$ cat src/rtl/core/sat_pkg.sv
// ----------------------------------------------------------------------------
// sat_pkg
// Shared constants, payload types and register indexes of the Sauvola
// adaptive threshold core.
// ----------------------------------------------------------------------------
package sat_pkg;

	localparam int MAX_WIDTH      = 1024;
	localparam int MAX_RADIUS     = 15;
	localparam int SQRT_FRAC_BITS = 8;

	localparam int COL_W     = $clog2(MAX_WIDTH);
	localparam int WID_W     = COL_W + 1;
	localparam int RAD_W     = $clog2(MAX_RADIUS + 1);
	localparam int RING_ROWS = 2 * MAX_RADIUS + 2;
	localparam int SLOT_W    = $clog2(RING_ROWS);
	localparam int ADDR_W    = SLOT_W + COL_W;
	localparam int ROW_W     = 16;

	// window pixel count and sums
	localparam int WIN_SIDE = 2 * MAX_RADIUS + 1;
	localparam int CNT_W    = $clog2(WIN_SIDE * WIN_SIDE + 1);
	localparam int SIDE_W   = $clog2(WIN_SIDE + 1);
	localparam int SUM_W    = $clog2(WIN_SIDE * WIN_SIDE * 255 + 1);
	localparam int SQS_W    = $clog2(WIN_SIDE * WIN_SIDE * 65025 + 1);

	// divider and square root
	localparam int DIV_NUM_W = SQS_W;
	localparam int DIV_DEN_W = CNT_W;
	localparam int VAR_W     = 16;
	localparam int RAD_IN_W  = VAR_W + 2 * SQRT_FRAC_BITS;
	localparam int ROOT_W    = RAD_IN_W / 2;

	// threshold arithmetic
	localparam int THR_SHIFT = 21 + SQRT_FRAC_BITS;
	localparam int DIFF_W    = ROOT_W + 1;
	localparam int TERM_W    = DIFF_W + 17;
	localparam int ONEP_W    = TERM_W + 1;
	localparam int RHS_W     = ONEP_W + 9;

	localparam logic [1:0] REG_FRAME_WIDTH  = 2'd0;
	localparam logic [1:0] REG_FRAME_HEIGHT = 2'd1;
	localparam logic [1:0] REG_RADIUS       = 2'd2;
	localparam logic [1:0] REG_K            = 2'd3;

	localparam logic CMD_PIXEL = 1'b0;
	localparam logic CMD_DRAIN = 1'b1;

	typedef struct packed {
		logic       command;
		logic [7:0] pixel_value;
	} in_word_t;

	typedef struct packed {
		logic [7:0] binary_value;
		logic       frame_last;
	} out_word_t;

endpackage

$ cat src/rtl/core/sat_isqrt.sv
// ----------------------------------------------------------------------------
// sat_isqrt
// Digit-by-digit integer square root, one root bit per cycle.
// ----------------------------------------------------------------------------
module sat_isqrt
	import sat_pkg::*;
(
	input  logic                clk,
	input  logic                arst_n,
	input  logic                start,
	input  logic [RAD_IN_W-1:0] radicand,
	output logic                done,
	output logic [ROOT_W-1:0]   root
);

	localparam int CW = $clog2(ROOT_W);
	localparam int RW = ROOT_W + 3;

	logic [RAD_IN_W-1:0] rad_q;
	logic [RW-1:0]       rem_q;
	logic [ROOT_W-1:0]   root_q;
	logic [CW-1:0]       cnt_q;
	logic                busy_q;
	logic                done_q;
	logic [RW-1:0]       r2;
	logic [RW-1:0]       trial;
	logic                ge;

	assign r2    = {rem_q[RW-3:0], rad_q[RAD_IN_W-1 -: 2]};
	assign trial = {1'b0, root_q, 2'b01};
	assign ge    = r2 >= trial;

	always_ff @(posedge clk or negedge arst_n) begin
		if (!arst_n) begin
			busy_q <= 1'b0;
			done_q <= 1'b0;
			cnt_q  <= '0;
		end else begin
			done_q <= 1'b0;
			if (start) begin
				busy_q <= 1'b1;
				cnt_q  <= CW'(ROOT_W - 1);
			end else if (busy_q) begin
				cnt_q <= cnt_q - 1'b1;
				if (cnt_q == '0) begin
					busy_q <= 1'b0;
					done_q <= 1'b1;
				end
			end
		end
	end

	always_ff @(posedge clk) begin
		if (start) begin
			rad_q  <= radicand;
			rem_q  <= '0;
			root_q <= '0;
		end else if (busy_q) begin
			rad_q  <= {rad_q[RAD_IN_W-3:0], 2'b00};
			rem_q  <= ge ? r2 - trial : r2;
			root_q <= {root_q[ROOT_W-2:0], ge};
		end
	end

	assign done = done_q;
	assign root = root_q;

endmodule

$ cat config.mk
export PLATFORM = sky130hd
export DESIGN_NAME = sat_isqrt
export DESIGN_NICKNAME = d
export VERILOG_FILES = /design/src/rtl/core/sat_pkg.sv /design/src/rtl/core/sat_isqrt.sv
export SDC_FILE = /design/constraint.sdc
export NUM_CORES = 1
export LEC_CHECK = 0
export BUFFER_PORTS_ARGS = -buffer_cell sky130_fd_sc_hd__buf_2
export CAP_MARGIN = 0
export CORE_MARGIN = 1.5
export CORE_UTILIZATION = 50
export DETAILED_ROUTE_END_ITERATION = 6
export PLACE_DENSITY = 0.8
export SETUP_SLACK_MARGIN = 0.5
export SYNTH_ARGS = -nofsm -noshare
export SYNTH_HDL_FRONTEND = slang
export SYNTH_SLANG_ARGS = --single-unit
$ cat constraint.sdc
create_clock -name clk -period 2.3 [get_ports clk]
set_input_delay 0.23 -clock clk [delete_from_list [all_inputs] [get_ports clk]]
set_output_delay 0.23 -clock clk [all_outputs]
set_load 0.1 [all_outputs]
# Yosys cells after proc, flatten, opt, wreduce, memory -nomap -nowiden
# Cells that the tools add are included.
# totals
reg_bits	71
latchBits	0
ram_bits	0
rom_bits	0
input_bits	35
out_inout_bits	17
wordCells	22
mem_count	0
# op_classes
addsub	2
mul	0
div_mod_pow	0
n_lt_le_gt_ge	1
n_eq_ne	0
shifts	0
muxes	11
bitwise	0
reduce_logical	2
# op_table
operator	count
$mux W32	2
$ge A19 B18 Y1	1
$mux W17	1
$sub A17 B17 Y17	1
$mux W4	2
$mux W1	6
$logic_not A4 Y1	1
$sub A4 B1 Y4 const B	1
$reduce_bool A2 Y1	1

# Longest topological paths before layout
# depth
word_depth	4
depth_mapped	11
depth_no_buf	9

# Least setup slack after synthesis
# Ideal clock, no wire load.
# synth_timing
path_kind	reg2reg
start	register root_q[6], in the netlist root[6]
end	register rem_q[11]
setup_time_ns	0.088
arrival_ns	2.941
required_ns	2.212
setup_slack_ns	-0.729
stages_incl_launch_ff	11
path_buffers	1
synth_period_minus_slack_ns	3.029
path_cell_list	dfxtp_1 -> inv_1 -> ha_1 -> buf_4 -> and4_4 -> nand3_2 -> o41ai_1 -> or3_1 -> o21ai_2 -> or3_1 -> a311oi_2
# synth_between
elab_chain_cells	2
word_cells_on_any_way	3
cone_classes	add/sub (1); order compare (1); mux (1)
# synth_lines
item	line	text
from (decl)	sat_isqrt.sv:21	logic [ROOT_W-1:0] root_q;
from (signal assigned)	sat_isqrt.sv:61	root_q <= {root_q[ROOT_W-2:0], ge};
$sub A17 B17 Y17 / $ge A19 B18 Y1 (equally long branches)	sat_isqrt.sv:60, sat_isqrt.sv:31	
$mux W17 *	sat_isqrt.sv:60	rem_q <= ge ? r2 - trial : r2;
to (signal assigned)	sat_isqrt.sv:60	
to (decl)	sat_isqrt.sv:20	logic [RW-1:0] rem_q;
# Every way passes the cells marked *; elsewhere a longest branch is shown, timed or not.
# A chain may end at the register's enable or synchronous reset.

# Worst setup path after layout
# layout_timing
start	register root_q[0], in the netlist root[0]
end	register rem_q[15]
# The elaborated chain is that of the path after synthesis.

==> impl_metrics.tcl <==
set metrics [dict create \
    status "finished, violations left" \
    violations "negative setup slack" \
    grt_pass1_wl_um 15100 \
    cts_made_buffers 9 \
    cts_root_buf "clkbuf_8" \
    grt_max_degree 63 \
    io_buffers 51 \
    slew_headroom 0.522 \
    core-area_um2 7370 \
    crit_path_frequent_cell "buf_4" \
    first_global_vias 3185 \
    place_inst 555 \
    synth_edf_count 32 \
    critical-path-max-stage-delay_ns 0.37 \
    initial_core_util 0.523 \
    dieWidth_um 90.8 \
    diodes 0 \
    worst_pin_slew_ns 0.716 \
    synthCells 368 \
    num_vias 3319 \
    drc 0 \
    power_mw 6.92 \
    htreeDepth 3 \
    critical_path_buf_inv_count 3 \
    place.gp.congestion 0.887 \
    async_flop_share 0.0845 \
    via_per_inst 5.69 \
    post-route-util 0.721 \
    powerDensity_nw_per_um2 1300 \
    setup_viol 2 \
    routed_wl_um 9880 \
    hold_viol_final 0 \
    drtPass1Iterations 5 \
    antenna_left 0 \
    peakVddDrop_mv 0.586 \
    synthFlopType "dfxtp_1" \
    place_area_um2 4790 \
    finalMaxSlewViolations 0 \
    end_kind "register" \
    synth.distinct_cells 59 \
    cp_slowest_cell "dfxtp_4" \
    start_kind "register" \
    cts.sink_count 71 \
    grt_use_total 0.229 \
    synth_warnings 0 \
    synth_top_area_cell "edfxtp_1" \
    hold_path_class "primary input to register" \
    design_area_um2 5310 \
    antenna_found_initial 0 \
    hpwlAfterDp_um 6080 \
    die_height_um 90.8 \
    fin_skew_ns 0.0112 \
    cp.required_ns 2.53 \
    drive_above_1_share 0.483 \
    netlist_top_cells_count "nor2_1 (34), dfxtp_1 (33), edfxtp_1 (32)" \
    path_clk_slew_ns 0.09 \
    power.leakage_nw 2.33 \
    syn_area_um2 3850 \
    cpLargestDelayFamily "simple AND/OR/NAND/NOR gates" \
    ios 52 \
    dr.first_iter.drc_count 289 \
    insertion_delay_ns 0.36 \
    worstSetupPathDepth 11 \
    critPathKind "register to register" \
    syn_area_per_cell_um2 10.5 \
    yosysSeqAreaShare 0.460 \
    finalSetupTns_ns -0.0140 \
    ys_ff_latch 71 \
    wl_per_cell_um 16.9 \
    worstPathArrival_ns 2.53 \
    fin_crit_sh 1.00 \
    nNetsFinal 533 \
    final.setup.worst_slack_ns -0.00739 \
    die_area_um2 8240 \
    syn_nets 422 \
    overflow 0 \
    rsz0062_at_grt "yes" \
    r2r_cells 11 \
    crit_fanout 5 \
    fmax_mhz 433 \
    rows 31 \
    yosysMostFrequentCell "nor2_1" \
    hold_path_depth 2 \
    syn2layout_area_growth_pct 37.9 \
    min_period_ns 2.31 \
    synth_area_leaders "edfxtp_1 (25%), dfxtp_1 (17%), mux2_2 (8.8%), ha_1 (6.2%), mux2i_1 (5.5%)" \
    yosysTopAreaCellShare 0.250 \
    critical_path.cell_chain "inv_4 > ha_4 > nor3_2 > a221oi_2 > buf_4 > o21bai_4 > buf_4 > nand4b_1 > nor3b_1 > nor4_2 > o31ai_1" \
    cts_tree "done" \
    cts_max_path_buffers 2 \
    fin_cells 583 \
    max-cap-violations 0 \
]
repair_timing:
action                                  in CTS  in global routing
gates cloned                                 0                  1
endpoints found under the hold margin        6                  0
pin swaps                                   12                 12
setup buffers                                5                  5
endpoints found under the setup margin      18                 50
hold buffers                                 1                  0
resized for setup                           19                 23
power breakdown:
part           internal, mW  total [mW]  switching, mW
logic                  2.08        4.11           2.03
clock network         0.625        1.15          0.524
registers              1.51        1.66          0.146
total                  4.22        6.92           2.70
layout by cell type (no fill, tap or decap), types with 3 or more instances in the layout:
cell / n
nor3_1: 3
nand2b_1: 7
o21ai_4: 3
nor2_1: 33
clkbuf_8: 9
dfxtp_1: 16
dfrtp_1: 6
mux2_2: 30
a21o_1: 4
xnor2_1: 8
o21bai_1: 3
inv_1: 21
dfxtp_2: 3
nand3b_1: 3
ha_1: 9
nand2_1: 19
a21oi_1: 14
dfxtp_4: 14
a211oi_2: 5
xor2_1: 4
ha_4: 10
buf_2: 51
nand3_1: 6
buf_4: 60
mux2i_1: 20
nand3_2: 4
inv_2: 4
o21ai_0: 4
edfxtp_1: 32
o21ai_1: 5
metrics by stage:
step / setup WS, ns / hold WS, ns
after detailed placement: -0.0546 / 0.0613
after floorplan: -0.171 / -0.0656
final: -0.00739 / 0.159
after CTS: 0.0270 / 0.151
after global placement: 0.0166 / 0.0543
after global routing: -0.0871 / 0.155
worst paths after layout:
kind	startpoint	end	slack, ns
min in group asynchronous	arst_n	cnt_q[1]	0.22
worst min register to register	rem_q[15]	rem_q[15]	0.50
worst min-delay path	radicand[0]	rad_q[0]	0.16
max in group asynchronous	arst_n	busy_q	1.93
worst max-delay path	root[0]	rem_q[15]	-0.007
worst max register to register	root[0]	rem_q[15]	-0.007
layer usage:
| metal | vias to the layer above | track usage | wire length [um] |
|---|---|---|---|
| met3 | 26 | 0.0455 | 483 |
| met4 | 0 | 0.0741 | 233 |
| li1 | 1560 | - | - |
| met2 | 123 | 0.385 | 4870 |
| met5 | - | 0 | 0 |
| met1 | 1610 | 0.296 | 4290 |
layout make-up:
type / count / area, um^2
clock buffers: 9 / 124
multi-input cells: 253 / 2230
flip-flops and latches: 71 / 1830
fillers: 510 / 2060
clock inverters: 7 / 105
well taps: 99 / 124
inverters: 27 / 106
repair buffers: 117 / 793
registers in the layout (all words and copies together) (netlist names):
signal,count
busy_q,1
cnt_q,4
done,1
rad_q,32
rem_q,17
root,16
logic make-up after synthesis:
logic type                 share of synthesized area
adders and majority gates                     0.0617
DFF                                            0.460
and+or+nand+nor                                0.128
xor gates and xnor gates                      0.0296
AOI/OAI and AO/OA                              0.129
muxes                                          0.142
buffers and inverters                         0.0491
worst reg2reg max path: stages, from the launching register on:
cell and delay, ns:
dfxtp_4 0.37, inv_4 0.04, ha_4 0.17, nor3_2 0.27, a221oi_2 0.09, buf_4 0.17, o21bai_4 0.17, buf_4 0.14
nand4b_1 0.19, nor3b_1 0.22, nor4_2 0.26, o31ai_1 0.09
No activity file was read; power rests on OpenSTA's default activity.
