[src/rtl/core/sat_pkg.sv]
// ----------------------------------------------------------------------------
// sat_pkg
// Shared constants, payload types and register indexes of the Sauvola
// adaptive threshold core.
// ----------------------------------------------------------------------------
package sat_pkg;

	localparam int MAX_WIDTH      = 1024;
	localparam int MAX_RADIUS     = 15;
	localparam int SQRT_FRAC_BITS = 8;

	localparam int COL_W     = $clog2(MAX_WIDTH);
	localparam int WID_W     = COL_W + 1;
	localparam int RAD_W     = $clog2(MAX_RADIUS + 1);
	localparam int RING_ROWS = 2 * MAX_RADIUS + 2;
	localparam int SLOT_W    = $clog2(RING_ROWS);
	localparam int ADDR_W    = SLOT_W + COL_W;
	localparam int ROW_W     = 16;

	// window pixel count and sums
	localparam int WIN_SIDE = 2 * MAX_RADIUS + 1;
	localparam int CNT_W    = $clog2(WIN_SIDE * WIN_SIDE + 1);
	localparam int SIDE_W   = $clog2(WIN_SIDE + 1);
	localparam int SUM_W    = $clog2(WIN_SIDE * WIN_SIDE * 255 + 1);
	localparam int SQS_W    = $clog2(WIN_SIDE * WIN_SIDE * 65025 + 1);

	// divider and square root
	localparam int DIV_NUM_W = SQS_W;
	localparam int DIV_DEN_W = CNT_W;
	localparam int VAR_W     = 16;
	localparam int RAD_IN_W  = VAR_W + 2 * SQRT_FRAC_BITS;
	localparam int ROOT_W    = RAD_IN_W / 2;

	// threshold arithmetic
	localparam int THR_SHIFT = 21 + SQRT_FRAC_BITS;
	localparam int DIFF_W    = ROOT_W + 1;
	localparam int TERM_W    = DIFF_W + 17;
	localparam int ONEP_W    = TERM_W + 1;
	localparam int RHS_W     = ONEP_W + 9;

	localparam logic [1:0] REG_FRAME_WIDTH  = 2'd0;
	localparam logic [1:0] REG_FRAME_HEIGHT = 2'd1;
	localparam logic [1:0] REG_RADIUS       = 2'd2;
	localparam logic [1:0] REG_K            = 2'd3;

	localparam logic CMD_PIXEL = 1'b0;
	localparam logic CMD_DRAIN = 1'b1;

	typedef struct packed {
		logic       command;
		logic [7:0] pixel_value;
	} in_word_t;

	typedef struct packed {
		logic [7:0] binary_value;
		logic       frame_last;
	} out_word_t;

endpackage

[src/rtl/core/sat_divider.sv]
// ----------------------------------------------------------------------------
// sat_divider
// Restoring divider, one quotient bit per cycle.
// ----------------------------------------------------------------------------
module sat_divider
	import sat_pkg::*;
(
	input  logic                 clk,
	input  logic                 arst_n,
	input  logic                 start,
	input  logic [DIV_NUM_W-1:0] num,
	input  logic [DIV_DEN_W-1:0] den,
	output logic                 done,
	output logic [DIV_NUM_W-1:0] quot
);

	localparam int CW = $clog2(DIV_NUM_W);

	logic [DIV_DEN_W-1:0] rem_q;
	logic [DIV_NUM_W-1:0] quo_q;
	logic [DIV_DEN_W-1:0] den_q;
	logic [CW-1:0]        cnt_q;
	logic                 busy_q;
	logic                 done_q;
	logic [DIV_DEN_W:0]   shifted;
	logic                 ge;

	assign shifted = {rem_q, quo_q[DIV_NUM_W-1]};
	assign ge      = shifted >= {1'b0, den_q};

	always_ff @(posedge clk or negedge arst_n) begin
		if (!arst_n) begin
			busy_q <= 1'b0;
			done_q <= 1'b0;
			cnt_q  <= '0;
		end else begin
			done_q <= 1'b0;
			if (start) begin
				busy_q <= 1'b1;
				cnt_q  <= CW'(DIV_NUM_W - 1);
			end else if (busy_q) begin
				cnt_q <= cnt_q - 1'b1;
				if (cnt_q == '0) begin
					busy_q <= 1'b0;
					done_q <= 1'b1;
				end
			end
		end
	end

	always_ff @(posedge clk) begin
		if (start) begin
			rem_q <= '0;
			quo_q <= num;
			den_q <= den;
		end else if (busy_q) begin
			rem_q <= ge ? DIV_DEN_W'(shifted - {1'b0, den_q}) : shifted[DIV_DEN_W-1:0];
			quo_q <= {quo_q[DIV_NUM_W-2:0], ge};
		end
	end

	assign done = done_q;
	assign quot = quo_q;

endmodule

[config.mk]
export PLATFORM = sky130hd
export DESIGN_NAME = sat_divider
export DESIGN_NICKNAME = d
export VERILOG_FILES = /design/src/rtl/core/sat_pkg.sv /design/src/rtl/core/sat_divider.sv
export SDC_FILE = /design/constraint.sdc
export NUM_CORES = 1
export LEC_CHECK = 0
export ABC_AREA = 1
export BUFFER_PORTS_ARGS = -buffer_cell sky130_fd_sc_hd__buf_2
export CORE_ASPECT_RATIO = 1.1
export CORE_MARGIN = 2
export CORE_UTILIZATION = 54
export DETAILED_ROUTE_END_ITERATION = 8
export PLACE_DENSITY = 0.8
export SLEW_MARGIN = 10
export SYNTH_ARGS = -nofsm -noshare
export SYNTH_HDL_FRONTEND = slang
export SYNTH_SLANG_ARGS = --single-unit
[constraint.sdc]
create_clock -name clk -period 2.1 [get_ports clk]
set_input_delay 0.105 -clock clk [delete_from_list [all_inputs] [get_ports clk]]
set_output_delay 0.105 -clock clk [all_outputs]
set_load 0.02 [all_outputs]
# ---- Yosys cells after proc, flatten, opt, wreduce, memory -nomap -nowiden
# Cells that the tools add are included.
dict set report classes {
  addsub 2
  order_cmp 1
  reduce_logical 2
  muxes 11
}
# operator count
set op_table {}
lappend op_table {{$mux 26} 2}
lappend op_table {{$ge 11x10->1} 1}
lappend op_table {{$mux 10} 1}
lappend op_table {{$mux 5} 2}
lappend op_table {{$sub 10x10->10} 1}
lappend op_table {{$mux 1} 6}
lappend op_table {{$logic_not 5->1} 1}
lappend op_table {{$sub 5x1->5 const B} 1}
lappend op_table {{$reduce_bool 2->1} 1}
dict set report totals {
  output_inout_bits 27
  in_bits 39
  reg_bits 53
}

# ---- Logic depth before layout (Yosys ltp)
# Gate-level depths: netlist of the first run.
dict set report depth {
  depth_word 4
  ltp_mapped 13
  ltp_nobuf 13
}

# ---- Least setup slack after synthesis of the first run
# Ideal clock, no wire load.
dict set report synth_path {
  path_kind {flip-flop to flip-flop}
  from {reg quo_q[25], in the netlist quot[25]}
  to {reg rem_q[4]}
  path_slack_ns 0.212
  arrival_time_ns 1.739
  setup_time_ns 0.149
  path_stages_with_launch 12
  n_path_buf 0
  path_cell_list {edfxtp_1 -> inv_1 -> ha_1 -> inv_1 -> fa_1 -> inv_1 -> nor2_1 -> nor2_1 -> xor2_1 -> nand2_1 -> nand3_1 -> o21ai_1}
}
dict set report synth_between {
  elab_chain_cells 2
  word_cells_on_any_way 3
}
# element line_no
set synth_lines {}
lappend synth_lines {{start: declaration} sat_divider.sv:20} ;# logic [DIV_NUM_W-1:0] quo_q;
lappend synth_lines {{start signal: assignment} sat_divider.sv:54} ;# quo_q <= num;
lappend synth_lines {{start signal: assignment} sat_divider.sv:58} ;# quo_q <= {quo_q[DIV_NUM_W-2:0], ge};
lappend synth_lines {{$sub 10x10->10 / $ge 11x10->1 (equally long branches)} {sat_divider.sv:57, sat_divider.sv:29}}
lappend synth_lines {{$mux 10 *} sat_divider.sv:57} ;# rem_q <= ge ? DIV_DEN_W'(shifted - {1'b0, den_q}) : shifted[DIV_DEN_W-1:0];
lappend synth_lines {{end signal: assignment} sat_divider.sv:57}
lappend synth_lines {{end: declaration} sat_divider.sv:19} ;# logic [DIV_DEN_W-1:0] rem_q;
# Mark *: on every way between the ends. The rest lies on a longest branch, timed or not.
# A chain may end at the register's enable or synchronous reset.

# ---- Final worst setup path of the first run
# Ends and elaborated chain as after synthesis.

==> results of run 1 <==
-- state kept, by name, indices dropped and copies added, names as in the netlist --
name,count
done,1
rem_q,10
cnt_q,5
quot,26
busy_q,1
den_q,10
-- worst min-delay path: cells and delay by family --
| family | cells | cell delay, ns |
|---|---|---|
| simple gates | 2 | 0.09 |
| buf+inv | 1 | 0.07 |
-- final timing paths --
kind                       slack [ns]  endpoint     start  cells past startpoint
hold / removal                   0.06   quot[5]    num[5]                      3
setup reg to reg                 0.20  rem_q[4]  quot[25]                     11
min in group asynchronous        0.18  cnt_q[1]    arst_n                      2
max in group asynchronous        1.77    busy_q    arst_n                      2
setup / recovery                 0.20  rem_q[4]  quot[25]                     11
hold reg to reg                  0.48  rem_q[8]  rem_q[8]                      2
-- layout make-up --
class | instances | area, um^2 | share of cell area
Clock buffer | 5 | 68.8 | 0.0197
Clock inverter | 3 | 12.5 | 0.00359
Inverter | 46 | 173 | 0.0495
Multi-Input combinational cell | 237 | 1200 | 0.344
Sequential cell | 53 | 1460 | 0.418
Tap cell | 72 | 90.1 | 0.0258
Timing Repair Buffer | 83 | 488 | 0.140
-- kinds of logic (layout without fill, tap and decap cells) --
group,count (synthesis),count (layout),synth area share
and+or+nand+nor,202,202,0.309
DFF,53,53,0.503
xor gates and xnor gates,3,3,0.00908
AOI/OAI and AO/OA,19,19,0.0376
buffers and inverters,56,137,0.0830
adders and majority gates,13,13,0.0588
-- per-stage QoR --
step	utilization	cell area, um^2	hold WS [ns]	total power, uW	instances
6_report	0.684	3490	0.0623	3600	499
5_1_grt	0.684	3490	0.0712	3890	499
4_1_cts	0.684	3490	0.0518	3610	499
3_5_place_dp	0.646	3300	-0.0582	3040	480
3_3_place_gp	0.646	3300	-0.0555	3000	480
2_1_floorplan	-	2900	-0.191	2680	346
-- power breakdown --
group / total [uW] / leakage, uW / switching [uW] / internal (uW)
Combinational: 1640 / 0.00128 / 978 / 661
Clock: 549 / 0.0000430 / 323 / 225
Sequential: 1410 / 0.000545 / 114 / 1300
-- routing by layer --
layer,vias up,part of all wire,GRT usage
li1,1252,-,-
met5,-,0,0
met3,15,0.053,0.0459
met4,0,0.028,0.104
met2,80,0.49,0.360
met1,1080,0.43,0.281
-- layout by cell type, fill, tap and decap left out --
cell type,n
nand2_1,145
buf_2,65
inv_1,46
edfxtp_1,36
nand3_1,18
nor2_1,17
ha_1,12
dlygate4sd3_1,11
dfxtp_1,10
dfrtp_1,7
buf_4,7
nand3_2,6
a21oi_1,5
o21ai_0,5
clkbuf_8,5
o21ai_1,4
nand2_2,3
nand4_1,3
nand3b_2,3
a21oi_2,2
nor2_2,2
nand3b_1,2
xor2_1,2
clkinv_1,2
or2_4,1
nor3_4,1
nand2_4,1
a31oi_1,1
o22ai_1,1
xnor2_1,1
o21ai_2,1
fa_1,1
clkinv_2,1
==> run_results.csv, run 1 <==
group,metric,value,unit
status,status,"finished clean",
clock_tree,h-tree-depth,2,
clock_tree,clock-sinks,53,
clock_tree,postCtsSetupBuffers,0,
critical_path,cp_cell_sequence,"inv_1 > ha_1 > inv_1 > fa_1 > inv_1 > nor2_1 > nor2_1 > xor2_1 > nand2_1 > nand3_1 > o21ai_1",
global_route,grt-ovfl-total,0,
clock_tree,cts_buffers,5,
floorplanning,die-width,73.8,um
clock_tree,cts_tree,"built",
routing,drc,0,
yosys,yosys.area.top_type_share,0.373,
routing,drt_iter0_drc,163,
routing,routedWlPerCell,12.1,um
floorplanning,io_pins,66,
critical_path,worstPathArrival,2.09,ns
critical_path,crit_type,"reg2reg",
yosys,synthesis.nets,398,
routing,dr.pass1.iters,4,
yosys,yosysWarnings,0,
sta,setup_ws,0.198,ns
layout,syn2layout_area_growth,20.4,%
global_route,grt_pass1_vias,2307,
yosys,synth-edff-count,36,
yosys,ys_async_sr_fraction,0.132,
floorplanning,die-area,5960,um^2
hold_path,worst_hold_path_type,"in2reg",
global_route,grt_max_degree,31,
critical_path,cp_top_family,"adder cells",
critical_path,cp.required,2.29,ns
sta,finalHoldViolCount,0,
clock_tree,clkLatencyLatePin,0.31,ns
yosys,synth_seq_area_share,0.503,
placed_design,gp_congestion,0.931,
yosys,synth.distinct_cells,31,
yosys,yosys-top-cells-area,"edfxtp_1 (37%), nand2_1 (19%), dfxtp_1 (6.9%)",
sta,final.min_clock_period,1.90,ns
pwr,power_density,1030,nW/um^2
clock_tree,cts_resized,0,
routing,drt_wl_total,6060,um
yosys,yosysTopAreaCell,"edfxtp_1",
floorplanning,start_util,0.568,
pwr,irDropWorstVdd,549,uV
clock_tree,cts_root_buffer,"clkbuf_8",
layout,n_fill_cell,408,
sta,setup_viol,0,
yosys,ys_ff_latch,53,
critical_path,path_max_fanout,4,
global_route,track_usage,0.221,
clock_tree,clk_pin_slew,0.09,ns
placed_design,numPortBuffers,65,
global_route,antenna_found_initial,0,
yosys,synth_ff_type,"edfxtp_1",
layout,layout.nets,478,
sta,rsz0062_at_grt,"false",
critical_path,start_kind,"register",
clock_tree,clock_path_buffers,2,
sta,slew_headroom,0.459,
routing,postRouteAntennaNets,0,
critical_path,cp_slowest_stage_delay,0.44,ns
yosys,avgSynthCellArea,8.37,um^2
floorplanning,chipHeight,80.8,um
yosys,synth_cells,346,
critical_path,critPathBufInv,3,
pwr,p_leak,0.00187,uW
layout,diodes,0,
yosys,synth_area,2900,um^2
yosys,yosys.cell_count.top_type,"nand2_1",
critical_path,critPathSlowestCell,"fa_1",
sta,maxSlewViolCount,0,
layout,drive_gt1_frac,0.230,
sta,fin_worst_skew,0.00420,ns
floorplanning,design.core.area,5100,um^2
run,maxCapViolations,0,
floorplanning,rows,27,
critical_path,crit_path_frequent_cell,"inv_1",
sta,min_period_over_period,0.906,
sta,setup_tns,0,ns
global_route,grt_pass1_wl,10100,um
critical_path,cp-end-kind,"register",
clock_tree,hold_buffers,11,
sta,fmax,526,MHz
sta,tightest_slew,0.810,ns
placed_design,hpwl,4400,um
routing,avgViaCountPerCell,4.86,
yosys,ys_top_cells_by_count,"nand2_1 (145), inv_1 (46), edfxtp_1 (36)",
placed_design,place_ws,0.229,ns
routing,via_count,2427,
No activity file was read; power rests on OpenSTA's default activity.
==> run 2, diff against run 1 <==
Settings changed: BUFFER_PORTS_ARGS -buffer_cell sky130_fd_sc_hd__buf_2 to -buffer_cell sky130_fd_sc_hd__clkbuf_2.
Clock period 2.1 ns to 2 ns, I/O delays scaled along.
==> run 2 against run 1 <==
Against the previous run:
- core utilization increased by 0.37 points
- worst setup slack got worse by 0.045 ns
- first-iteration DRC count decreased by 21%
- clock power increased by 9.5%
- non-clock buffer count increased by 1
- critical path type unchanged
- wire length increased by 1.7%
- largest cell class unchanged
==> run_results.csv, run 2 (synthesis gave the netlist of run 1 again) <==
group,metric,value,unit
layout,final_cell_mix,"nand2_1 (145), clkbuf_2 (65), inv_1 (46)",
layout,register_area,1460,um^2
clock_tree,cts_root_buffer,"clkbuf_8",
floorplanning,die-width,73.8,um
routing,routedWlPerCell,12.3,um
pwr,irDropWorstVdd,515,uV
layout,diodes,0,
placed_design,hpwl,4340,um
floorplanning,design.core.area,5100,um^2
clock_tree,clk_pin_slew,0.10,ns
sta,setup_viol,0,
global_route,grt_pass1_wl,10600,um
global_route,grt_max_degree,35,
sta,setup_tns,0,ns
floorplanning,start_util,0.568,
clock_tree,clkLatencyLatePin,0.31,ns
layout,multi_input_area,1210,um^2
pwr,intPower,2320,uW
routing,via_count,2425,
clock_tree,cts_tree,"built",
critical_path,start_kind,"register",
critical_path,cp_slowest_stage_delay,0.34,ns
pwr,power_density,1090,nW/um^2
hold_path,worst_hold_path_type,"in2reg",
clock_tree,cts_buffers,5,
sta,min_period_over_period,0.923,
pwr,p_clk_frac,0.157,
routing,drt_iter0_drc,129,
global_route,track_usage,0.233,
critical_path,cp_top_family,"simple AND/OR/NAND/NOR gates",
routing,postRouteAntennaNets,0,
layout,drive_gt1_frac,0.238,
floorplanning,die-area,5960,um^2
routing,drc,0,
layout,syn2layout_area_growth,21.1,%
sta,fmax,542,MHz
clock_tree,clock_path_buffers,2,
critical_path,path_max_fanout,8,
layout,n_fill_cell,417,
layout,fin_cells,500,
critical_path,critPathBufInv,2,
pwr,sw_frac_of_total,0.395,
placed_design,dp.cells,481,
global_route,antenna_found_initial,0,
sta,maxSlewViolCount,0,
routing,drt_wl_total,6160,um
routing,dr.pass1.iters,4,
critical_path,crit_path_frequent_cell,"nand2_1",
pwr,p_seq_frac,0.387,
pwr,p_leak,0.00188,uW
critical_path,crit_type,"reg2reg",
layout,layout_commonest_cell,"nand2_1",
run,maxCapViolations,0,
routing,avgViaCountPerCell,4.85,
critical_path,cp-end-kind,"register",
sta,finalHoldViolCount,0,
clock_tree,clock-sinks,53,
clock_tree,h-tree-depth,2,
sta,rsz0062_at_grt,"false",
sta,final.min_clock_period,1.85,ns
pwr,switchingPower,1520,uW
global_route,grt_pass1_vias,2408,
critical_path,cp.required,2.04,ns
sta,slew_headroom,0.435,
sta,tightest_slew,0.846,ns
floorplanning,rows,27,
pwr,power,3840,uW
critical_path,critPathSlowestCell,"ha_1",
status,status,"finished clean",
floorplanning,io_pins,66,
layout,largest_reg_flops,26,
layout,layout.nets,479,
global_route,grt-ovfl-total,0,
placed_design,gp_congestion,0.934,
sta,fin_worst_skew,0.00946,ns
critical_path,cp_cell_sequence,"inv_1 > ha_1 > nand2_1 > nand2_1 > nand2_1 > nand2_1 > nor2_2 > buf_4 > a31oi_1",
floorplanning,chipHeight,80.8,um
pwr,p_comb_frac,0.457,
placed_design,numPortBuffers,65,
critical_path,worstPathArrival,1.88,ns
## run 2: power by group through the flow
stage	clock network (uW)	registers [uW]	logic [uW]
finish	601	1480	1750
global route	646	1510	1980
CTS	619	1480	1730
detailed placement	0	1500	1700
global placement	0	1510	1660
floorplan	0	1550	1260
## run 2: through the flow
| stage | util | hold WS [ns] | area (um^2) | worst slack, ns |
|---|---|---|---|---|
| floorplan | - | -0.196 | 2900 | 0.112 |
| global placement | 0.648 | -0.0556 | 3300 | 0.166 |
| detailed placement | 0.648 | -0.0536 | 3300 | 0.150 |
| CTS | 0.685 | 0.0415 | 3500 | 0.128 |
| global route | 0.687 | 0.0586 | 3510 | 0.00360 |
| finish | 0.687 | 0.0497 | 3510 | 0.154 |
## run 2: worst reg2reg max path: cells and delay by family, from the launching register on
kind	cells	cell delay (ns)
buffers and inverters	2	0.26
flip-flops	1	0.33
AND/OR/NAND/NOR	5	0.52
AO/OA/AOI/OAI	1	0.11
adder cells (fa/ha/maj)	1	0.34
## run 2: cell type report
cell class                 instances  share of cell area
inverter                          46              0.0493
clock buffer                       6              0.0207
clock inverter                     2             0.00286
timing repair buffer              84               0.141
multi-input combinational        237               0.345
tap                               72              0.0257
sequential                        53               0.415
## run 2: timing repair
item | in CTS | in global routing
hold endpoints to repair | 17 | 0
endpoints found under the setup margin | 0 | 5
setup buffers | 0 | 0
hold buffers | 11 | 0
resized for setup | 0 | 3
## run 2: final timing paths
path	from	end	slack (ns)	depth (start not counted)
worst max register to register	den_q[8]	quot[0]	0.15	9
worst min-delay path	num[25]	quot[25]	0.05	3
max in group asynchronous	arst_n	cnt_q[2]	1.68	2
worst max-delay path	den_q[8]	quot[0]	0.15	9
worst min register to register	rem_q[8]	rem_q[8]	0.48	2
min in group asynchronous	arst_n	cnt_q[1]	0.16	2
## run 2: metal layers
| metal | part of all wire | vias up | global-route usage | wire length, um |
|---|---|---|---|---|
| li1 | - | 1251 | - | - |
| met1 | 0.45 | 1099 | 0.291 | 2750 |
| met2 | 0.48 | 64 | 0.397 | 2980 |
| met3 | 0.051 | 11 | 0.0459 | 314 |
| met4 | 0.019 | 0 | 0.0855 | 119 |
| met5 | 0 | - | 0 | 0 |
